==> config.mk <==
export PLATFORM = sky130hd
export DESIGN_NAME = cooperative_task_scheduler
export DESIGN_NICKNAME = d
export VERILOG_FILES = /design/src/rtl/cts_pkg.sv /design/src/rtl/cts_ram.sv /design/src/rtl/cooperative_task_scheduler.sv
export SDC_FILE = /design/constraint.sdc
export NUM_CORES = 1
export LEC_CHECK = 0
export BUFFER_PORTS_ARGS = -buffer_cell sky130_fd_sc_hd__buf_2
export CAP_MARGIN = 20
export CORE_UTILIZATION = 67
export CTS_BUF_LIST = sky130_fd_sc_hd__clkbuf_4 sky130_fd_sc_hd__clkbuf_8 sky130_fd_sc_hd__clkbuf_16
export DETAILED_ROUTE_END_ITERATION = 8
export PLACE_DENSITY = 0.82
export SKIP_CTS_REPAIR_TIMING = 1
export SYNTH_ARGS = -nofsm -noshare
export SYNTH_HDL_FRONTEND = slang
export SYNTH_SLANG_ARGS = --single-unit
==> constraint.sdc <==
create_clock -name i_clk -period 7.7 [get_ports i_clk]
set_input_delay 1.54 -clock i_clk [delete_from_list [all_inputs] [get_ports i_clk]]
set_output_delay 1.54 -clock i_clk [all_outputs]
set_load 0.02 [all_outputs]
==> src/rtl/cts_pkg.sv <==
// ----------------------------------------------------------------------------
// cts_pkg
// shared widths, command codes and status codes of the task scheduler
// ----------------------------------------------------------------------------
package cts_pkg;

    localparam int CMD_W       = 3;
    localparam int ID_W        = 4;
    localparam int ADDR_W      = 16;
    localparam int STAT_W      = 2;
    localparam int NUM_SLOTS   = 16;
    localparam int QUEUE_LEN_DEF = 16;

    // stream word widths, whole bytes
    localparam int S_TDATA_W   = 24;
    localparam int M_TDATA_W   = 24;

    localparam logic [CMD_W-1:0] CMD_START    = 3'd0;
    localparam logic [CMD_W-1:0] CMD_SCHEDULE = 3'd1;
    localparam logic [CMD_W-1:0] CMD_RELINQ   = 3'd2;
    localparam logic [CMD_W-1:0] CMD_WAIT     = 3'd3;
    localparam logic [CMD_W-1:0] CMD_EXIT     = 3'd4;
    localparam logic [CMD_W-1:0] CMD_DISPATCH = 3'd5;

    localparam logic [STAT_W-1:0] ST_OK         = 2'd0;
    localparam logic [STAT_W-1:0] ST_TABLE_FULL = 2'd1;
    localparam logic [STAT_W-1:0] ST_QUEUE_FULL = 2'd2;
    localparam logic [STAT_W-1:0] ST_EMPTY      = 2'd3;

endpackage

==> src/rtl/cts_ram.sv <==
// ----------------------------------------------------------------------------
// cts_ram
// simple dual-port ram, one write port and one registered read port
// ----------------------------------------------------------------------------
module cts_ram #(
    parameter int WIDTH = 16,
    parameter int DEPTH = 16
) (
    input  logic                     i_clk,
    input  logic                     i_we,
    input  logic [$clog2(DEPTH)-1:0] i_waddr,
    input  logic [WIDTH-1:0]         i_wdata,
    input  logic [$clog2(DEPTH)-1:0] i_raddr,
    output logic [WIDTH-1:0]         o_rdata
);

    logic [WIDTH-1:0] r_mem [DEPTH];
    logic [WIDTH-1:0] r_rdata;

    always_ff @(posedge i_clk) begin
        if (i_we) begin
            r_mem[i_waddr] <= i_wdata;
        end
        r_rdata <= r_mem[i_raddr];
    end

    assign o_rdata = r_rdata;

endmodule

==> src/rtl/cooperative_task_scheduler.sv <==
// ----------------------------------------------------------------------------
// cooperative_task_scheduler: task table plus a shared normal/priority ready ring
// each command passes an accept and an execute state; dispatch adds a task table
// read state after the ring read; one command in flight
// reset (synchronous, active low) frees all slots and empties the ring at once
// ----------------------------------------------------------------------------
module cooperative_task_scheduler #(
    parameter int QUEUE_LENGTH = cts_pkg::QUEUE_LEN_DEF
) (
    input  logic                          i_clk,
    input  logic                          i_rst_n,
    // command word: command, task_id, priority_req, address
    input  logic                          i_s_tvalid,
    output logic                          o_s_tready,
    input  logic [cts_pkg::S_TDATA_W-1:0] i_s_tdata,
    // result word: status, result_task_id, result_address, zero fill
    output logic                          o_m_tvalid,
    input  logic                          i_m_tready,
    output logic [cts_pkg::M_TDATA_W-1:0] o_m_tdata,
    input  logic                          i_cfg_wen,
    input  logic                          i_cfg_wdata
);

    localparam int PW = $clog2(QUEUE_LENGTH);
    localparam int CW = $clog2(QUEUE_LENGTH + 1);
    localparam int SW = CW + 1;
    localparam int TableSlots = (QUEUE_LENGTH < cts_pkg::NUM_SLOTS) ?
                                QUEUE_LENGTH : cts_pkg::NUM_SLOTS;

    typedef enum logic [1:0] {S_IDLE, S_EXEC, S_TBL} t_state;

    t_state                        r_state, n_state;
    logic [cts_pkg::CMD_W-1:0]     r_cmd;
    logic [cts_pkg::ID_W-1:0]      r_tid;
    logic                          r_preq;
    logic [cts_pkg::ADDR_W-1:0]    r_addr;
    logic                          r_prio_en;
    logic [cts_pkg::NUM_SLOTS-1:0] r_busy, n_busy;
    logic [PW-1:0]                 r_head, n_head;
    logic [CW-1:0]                 r_total, n_total;
    logic [CW-1:0]                 r_prio, n_prio;
    logic [cts_pkg::ID_W-1:0]      r_run, n_run;
    logic                          r_o_valid, n_o_valid;
    logic [cts_pkg::STAT_W-1:0]    r_o_status, n_o_status;
    logic [cts_pkg::ID_W-1:0]      r_o_id, n_o_id;
    logic [cts_pkg::ADDR_W-1:0]    r_o_addr, n_o_addr;

    logic                          w_acc;
    logic                          w_out_free;
    logic                          w_full;
    logic [SW-1:0]                 w_dsum, w_dpos, w_psum, w_ppos, w_nsum, w_npos;
    logic                          w_free_found;
    logic [cts_pkg::ID_W-1:0]      w_free_id;
    logic                          w_tw_en;
    logic [cts_pkg::ID_W-1:0]      w_tw_id;
    logic [cts_pkg::ADDR_W-1:0]    w_tw_data;
    logic                          w_tw_ok;
    logic                          w_enq;
    logic [cts_pkg::ID_W-1:0]      w_enq_id;
    logic                          w_enq_prio;
    logic                          w_ring_we;
    logic [PW-1:0]                 w_ring_waddr;
    logic [cts_pkg::ID_W-1:0]      w_ring_rdata;
    logic [cts_pkg::ID_W-1:0]      w_tbl_raddr;
    logic [cts_pkg::ADDR_W-1:0]    w_tbl_rdata;

    assign o_s_tready = (r_state == S_IDLE);
    assign w_acc      = i_s_tvalid && o_s_tready;
    assign w_out_free = !r_o_valid || i_m_tready;
    assign w_full     = (r_total >= CW'(QUEUE_LENGTH));

    // ring positions; w_dsum and w_nsum stay below twice the ring length, w_psum too while the ring is not full
    assign w_dsum = SW'(r_head) + SW'(QUEUE_LENGTH) - SW'(r_prio);
    assign w_dpos = (w_dsum >= SW'(QUEUE_LENGTH)) ? w_dsum - SW'(QUEUE_LENGTH) : w_dsum;
    assign w_psum = w_dsum - SW'(1);
    assign w_ppos = (w_psum >= SW'(QUEUE_LENGTH)) ? w_psum - SW'(QUEUE_LENGTH) : w_psum;
    assign w_nsum = SW'(r_head) + SW'(r_total - r_prio);
    assign w_npos = (w_nsum >= SW'(QUEUE_LENGTH)) ? w_nsum - SW'(QUEUE_LENGTH) : w_nsum;

    // lowest free slot
    always_comb begin
        w_free_found = 1'b0;
        w_free_id    = '0;
        for (int i = cts_pkg::NUM_SLOTS - 1; i >= 0; i--) begin
            if (i < TableSlots && !r_busy[i]) begin
                w_free_found = 1'b1;
                w_free_id    = cts_pkg::ID_W'(i);
            end
        end
    end

    always_comb begin
        n_state    = r_state;
        n_busy     = r_busy;
        n_head     = r_head;
        n_total    = r_total;
        n_prio     = r_prio;
        n_run      = r_run;
        n_o_valid  = r_o_valid && !i_m_tready;
        n_o_status = r_o_status;
        n_o_id     = r_o_id;
        n_o_addr   = r_o_addr;
        w_tw_en    = 1'b0;
        w_tw_id    = '0;
        w_tw_data  = '0;
        w_enq      = 1'b0;
        w_enq_id   = '0;
        w_enq_prio = 1'b0;

        unique case (r_state)
            S_IDLE: begin
                if (w_acc) begin
                    n_state = S_EXEC;
                end
            end
            S_EXEC: begin
                if (w_out_free) begin
                    n_state    = S_IDLE;
                    n_o_valid  = 1'b1;
                    n_o_status = cts_pkg::ST_OK;
                    n_o_id     = '0;
                    n_o_addr   = '0;
                    case (r_cmd)
                        cts_pkg::CMD_START: begin
                            if (!w_free_found) begin
                                n_o_status = cts_pkg::ST_TABLE_FULL;
                            end else begin
                                w_tw_en   = 1'b1;
                                w_tw_id   = w_free_id;
                                w_tw_data = r_addr;
                                w_enq     = 1'b1;
                                w_enq_id  = w_free_id;
                                n_o_id    = w_free_id;
                            end
                        end
                        cts_pkg::CMD_SCHEDULE: begin
                            w_enq      = 1'b1;
                            w_enq_id   = r_tid;
                            w_enq_prio = r_preq && r_prio_en;
                        end
                        cts_pkg::CMD_RELINQ: begin
                            w_tw_en   = 1'b1;
                            w_tw_id   = r_run;
                            w_tw_data = r_addr;
                            w_enq     = 1'b1;
                            w_enq_id  = r_run;
                        end
                        cts_pkg::CMD_WAIT: begin
                            w_tw_en   = 1'b1;
                            w_tw_id   = r_run;
                            w_tw_data = r_addr;
                        end
                        cts_pkg::CMD_EXIT: begin
                            w_tw_en   = 1'b1;
                            w_tw_id   = r_run;
                        end
                        cts_pkg::CMD_DISPATCH: begin
                            if (r_total == '0) begin
                                n_o_status = cts_pkg::ST_EMPTY;
                            end else begin
                                // ring word for this pop was read during accept
                                n_o_valid = r_o_valid && !i_m_tready;
                                n_state   = S_TBL;
                                n_run     = w_ring_rdata;
                                n_total   = r_total - CW'(1);
                                if (r_prio != '0) begin
                                    n_prio = r_prio - CW'(1);
                                end else begin
                                    n_head = (int'(r_head) == QUEUE_LENGTH - 1) ?
                                             '0 : r_head + PW'(1);
                                end
                            end
                        end
                        default: begin
                        end
                    endcase
                    if (w_enq) begin
                        if (w_full) begin
                            n_o_status = cts_pkg::ST_QUEUE_FULL;
                        end else begin
                            n_total = r_total + CW'(1);
                            if (w_enq_prio) begin
                                n_prio = r_prio + CW'(1);
                            end
                        end
                    end
                end
            end
            S_TBL: begin
                if (w_out_free) begin
                    n_state    = S_IDLE;
                    n_o_valid  = 1'b1;
                    n_o_status = cts_pkg::ST_OK;
                    n_o_id     = r_run;
                    n_o_addr   = r_busy[r_run] ? w_tbl_rdata : '0;
                end
            end
            default: begin
                n_state = S_IDLE;
            end
        endcase

        if (w_tw_ok) begin
            n_busy[w_tw_id] = (w_tw_data != '0);
        end
    end

    assign w_tw_ok      = w_tw_en && (int'(w_tw_id) < TableSlots);
    assign w_ring_we    = w_enq && !w_full;
    assign w_ring_waddr = w_enq_prio ? w_ppos[PW-1:0] : w_npos[PW-1:0];
    assign w_tbl_raddr  = (r_state == S_EXEC) ? w_ring_rdata : r_run;

    always_ff @(posedge i_clk) begin
        if (!i_rst_n) begin
            r_state   <= S_IDLE;
            r_prio_en <= 1'b1;
            r_busy    <= '0;
            r_head    <= '0;
            r_total   <= '0;
            r_prio    <= '0;
            r_run     <= '0;
            r_o_valid <= 1'b0;
        end else begin
            r_state   <= n_state;
            r_busy    <= n_busy;
            r_head    <= n_head;
            r_total   <= n_total;
            r_prio    <= n_prio;
            r_run     <= n_run;
            r_o_valid <= n_o_valid;
            if (i_cfg_wen) begin
                r_prio_en <= i_cfg_wdata;
            end
        end
        if (w_acc) begin
            r_cmd  <= i_s_tdata[2:0];
            r_tid  <= i_s_tdata[6:3];
            r_preq <= i_s_tdata[7];
            r_addr <= i_s_tdata[23:8];
        end
        r_o_status <= n_o_status;
        r_o_id     <= n_o_id;
        r_o_addr   <= n_o_addr;
    end

    cts_ram #(
        .WIDTH (cts_pkg::ID_W),
        .DEPTH (QUEUE_LENGTH)
    ) u_ring (
        .i_clk   (i_clk),
        .i_we    (w_ring_we),
        .i_waddr (w_ring_waddr),
        .i_wdata (w_enq_id),
        .i_raddr (w_dpos[PW-1:0]),
        .o_rdata (w_ring_rdata)
    );

    cts_ram #(
        .WIDTH (cts_pkg::ADDR_W),
        .DEPTH (cts_pkg::NUM_SLOTS)
    ) u_table (
        .i_clk   (i_clk),
        .i_we    (w_tw_ok),
        .i_waddr (w_tw_id),
        .i_wdata (w_tw_data),
        .i_raddr (w_tbl_raddr),
        .o_rdata (w_tbl_rdata)
    );

    assign o_m_tvalid = r_o_valid;
    assign o_m_tdata  = {2'b00, r_o_addr, r_o_id, r_o_status};

`ifndef SYNTH
    a_total_bound: assert property (@(posedge i_clk) disable iff (!i_rst_n)
        r_total <= CW'(QUEUE_LENGTH))
        else $error("ready count above ring length");

    a_prio_bound: assert property (@(posedge i_clk) disable iff (!i_rst_n)
        r_prio <= r_total)
        else $error("priority count above total count");

    a_accept_exec: assert property (@(posedge i_clk) disable iff (!i_rst_n)
        w_acc |=> (r_state == S_EXEC))
        else $error("accepted word not executed");

    a_pop_count: assert property (@(posedge i_clk) disable iff (!i_rst_n)
        (r_state == S_EXEC && w_out_free && r_cmd == cts_pkg::CMD_DISPATCH &&
         r_total != '0) |=> (r_total == $past(r_total) - CW'(1)) && (r_state == S_TBL))
        else $error("dispatch did not pop one entry");
`endif

endmodule
==> results_dict.tcl <==
set metrics [dict create \
    synth_seq_area_share_pct 69.2 \
    crit_path_end_kind "register" \
    numCtsBuffers 42 \
    io_pins 56 \
    nNetsFinal 1173 \
    final-seq-area_sq_um 12200 \
    syn_avg_cell_area_sq_um 16.6 \
    max_freq_ghz 0.255 \
    grt_pass1_vias 9945 \
    synthArstFlopShare_pct 0 \
    wl_per_cell_microns 26.2 \
    dp_cells 1408 \
    dp_hpwl_microns 22700 \
    core_sq_um 25500 \
    post-route-min-period_ps 3920 \
    ys_dominant_reg_cell "edfxtp_1" \
    maxCapViolations 0 \
    syn_inst 1058 \
    crit_required_ps 7850 \
    cts_sinks 424 \
    netlist_area_sq_um 17600 \
    synthAdderAreaFrac_pct 1.59 \
    startpoint_type "input pin" \
    hp-class "reg -> reg" \
    synth_edf_count 366 \
    antennaDiodeCount 0 \
    synthMuxAreaShare_pct 13.2 \
    insertion_delay_ps 540 \
    synth_compound_area_share_pct 4.88 \
    synth_cell_types 68 \
    cts_htree_levels 2 \
    period_share_pct 50.9 \
    slew_violations 0 \
    timing.rr.start "r_state[1]$_SDFFE_PN0P_" \
    n_fill_cell 1306 \
    synthSimpleGateAreaFrac_pct 8.59 \
    cp_max_fo 17 \
    holdCritStartpoint "r_state[1]$_SDFFE_PN0P_" \
    antenna_found_initial 0 \
    multi_input_area_sq_um 5160 \
    peakVddDrop_mv 0.213 \
    viasPerCell 6.69 \
    num_vias 9947 \
    finalSetupViolCount 0 \
    rsz0062_at_grt "false" \
    place.gp.congestion 0.922 \
    max-slew-margin-rel_pct 27.4 \
    drt-total-wl_microns 38900 \
    cts_buffer_depth 3 \
    final_cells 1487 \
    grt_first_pass_wirelength_microns 58900 \
    yosysWarnings 0 \
    area_delta_synth_final_pct 13.1 \
    startpoint "i_m_tready" \
    cts_tree "yes" \
    start_util_pct 69.0 \
    drtIter0Drc 1287 \
    power_density_nw_per_um2 260 \
    hold_viol_final 0 \
    worstSetupPathType "in -> reg" \
    die-area_sq_um 26900 \
    finClkSkew_ps 16.1 \
    drcViolationCount 0 \
    cts_root_buf "clkbuf_16" \
    p_leak_uw 0.00691 \
    fin_tns_setup_ps 0 \
    die_x_microns 164 \
    synthXorXnorAreaFrac_pct 0.676 \
    track_usage_pct 30.1 \
    status "complete, no violations" \
    cp.arrival_ps 4070 \
    drtAntennaViolNets 0 \
    dr.pass1.iters 5 \
    grt-ovfl-total 0 \
    synth_top_family_by_area "multiplexers" \
    portBuffers 53 \
    worstMarginPinSlew_ps 1090 \
    die_h_microns 164 \
    path_clk_slew_ps 60 \
    drive_gt1_share_pct 23.7 \
    grt_max_degree 65 \
    ys_ff_latch 424 \
    rows 58 \
]
## synthesized netlist by cell type, types with 4 or more instances
cell type	n	area (sq um)
nor2b_1	8	50.1
nor4_1	8	50.1
a21oi_1	31	155
xor2_1	4	35.0
dfxtp_1	58	1160
nand2b_1	5	31.3
o21a_1	4	30.0
nand3_1	13	65.1
a22oi_1	4	30.0
mux2_2	6	67.6
mux2i_1	33	330
nor3_1	32	160
ha_1	16	200
fa_1	4	80.1
xnor2_1	7	61.3
inv_1	26	97.6
o31ai_1	4	30.0
o21ai_0	20	100
mux4_2	85	1910
a31oi_1	19	119
nor3b_2	5	62.6
nand3b_1	7	52.6
buf_1	6	22.5
buf_4	6	45.0
nand2_1	78	293
nand4_1	7	43.8
a21o_1	8	60.1
edfxtp_1	366	11000
clkbuf_1	29	109
and2_1	37	231
buf_2	12	60.1
nor2_1	23	86.3
and3_1	21	131
a211oi_1	17	128
## stage by stage
stage	instance area, sq um	power (uW)	hold WS, ps	worst slack, ps	utilization [%]
3_5_place_dp	18200	2850	468	3300	71.6
5_1_grt	19900	5280	512	3590	78.0
4_1_cts	19900	5170	483	3790	77.9
6_report	19900	5160	481	3780	78.0
3_3_place_gp	18200	2840	461	3380	71.6
2_1_floorplan	17600	2770	449	3630	-
## placed cells by master (no fill, tap or decap), drive strengths merged, types with 4 or more instances in the layout
cell type  instances
a211oi            17
a21o               8
a21oi             31
a22oi              4
a31oi             19
and2              38
and3              21
buf               73
bufinv            11
clkbuf            52
clkinv             8
dfxtp             58
edfxtp           366
fa                 4
ha                16
inv               32
mux2               6
mux2i             33
mux4              85
nand2             79
nand2b             5
nand3             13
nand3b             9
nand4              7
nor2              23
nor2b              8
nor3              36
nor3b              6
nor4               9
o21a               4
o21ai             23
o31ai              4
xnor2              7
xor2               4
## sequential cells by signal, summed over array words and instances (netlist names), 4 cells and up
name and cells:
r_head 4, r_total 5, r_o_addr 16, r_run 4, r_tid 4, u_table.r_mem 256
r_o_id 4, r_prio 5, u_ring.o_rdata 4, u_table.o_rdata 16, r_busy 16, r_addr 16
u_ring.r_mem 64
## layer usage
metal	GRT usage, %	part of all wire, %	up-vias
met1	44.4	40	4965
li1	-	-	4297
met2	46.8	47	593
met5	0	0	-
met4	8.80	2.7	0
met3	5.43	9.7	92
## power breakdown
group / switching [uW] / internal [uW] / total, uW
combinational: 167 / 106 / 273
clock: 879 / 1470 / 2350
sequential: 21.1 / 2520 / 2540
total: 1070 / 4090 / 5160
## worst max-delay path, stage by stage
cell and delay, ps:
buf_2 90, nand2b_1 230, nand2_1 360, or4_1 630, o22a_2 350, nor3b_4 840
## worst paths after layout
kind                            slack, ps  cells after the start                        endpoint
worst max-delay path                 3780                      6  u_table.r_mem[13][5]$_DFFE_PP_
worst min-delay path                  480                      2         r_state[1]$_SDFFE_PN0P_
worst max register to register       3870                      6  u_table.r_mem[13][5]$_DFFE_PP_
worst min register to register        480                      2         r_state[1]$_SDFFE_PN0P_
## layout make-up
type / instances / area share, %
sequential: 424 / 61.1
multi-input combinational: 555 / 26.0
clock inverter: 26 / 2.23
inverter: 27 / 0.510
timing repair buffer: 73 / 2.19
tap: 330 / 2.08
clock buffer: 52 / 5.91
## cells by family (layout without fill, tap and decap cells)
family,count (synthesis),in the layout
flip-flops,424,424
AND/OR/NAND/NOR,267,267
AO/OA/AOI/OAI,130,130
multiplexers,124,124
buffers and inverters,80,178
adder cells (fa/ha/maj),20,20
XOR/XNOR,12,12
other,1,2
Power figures use the tool's default switching activity.
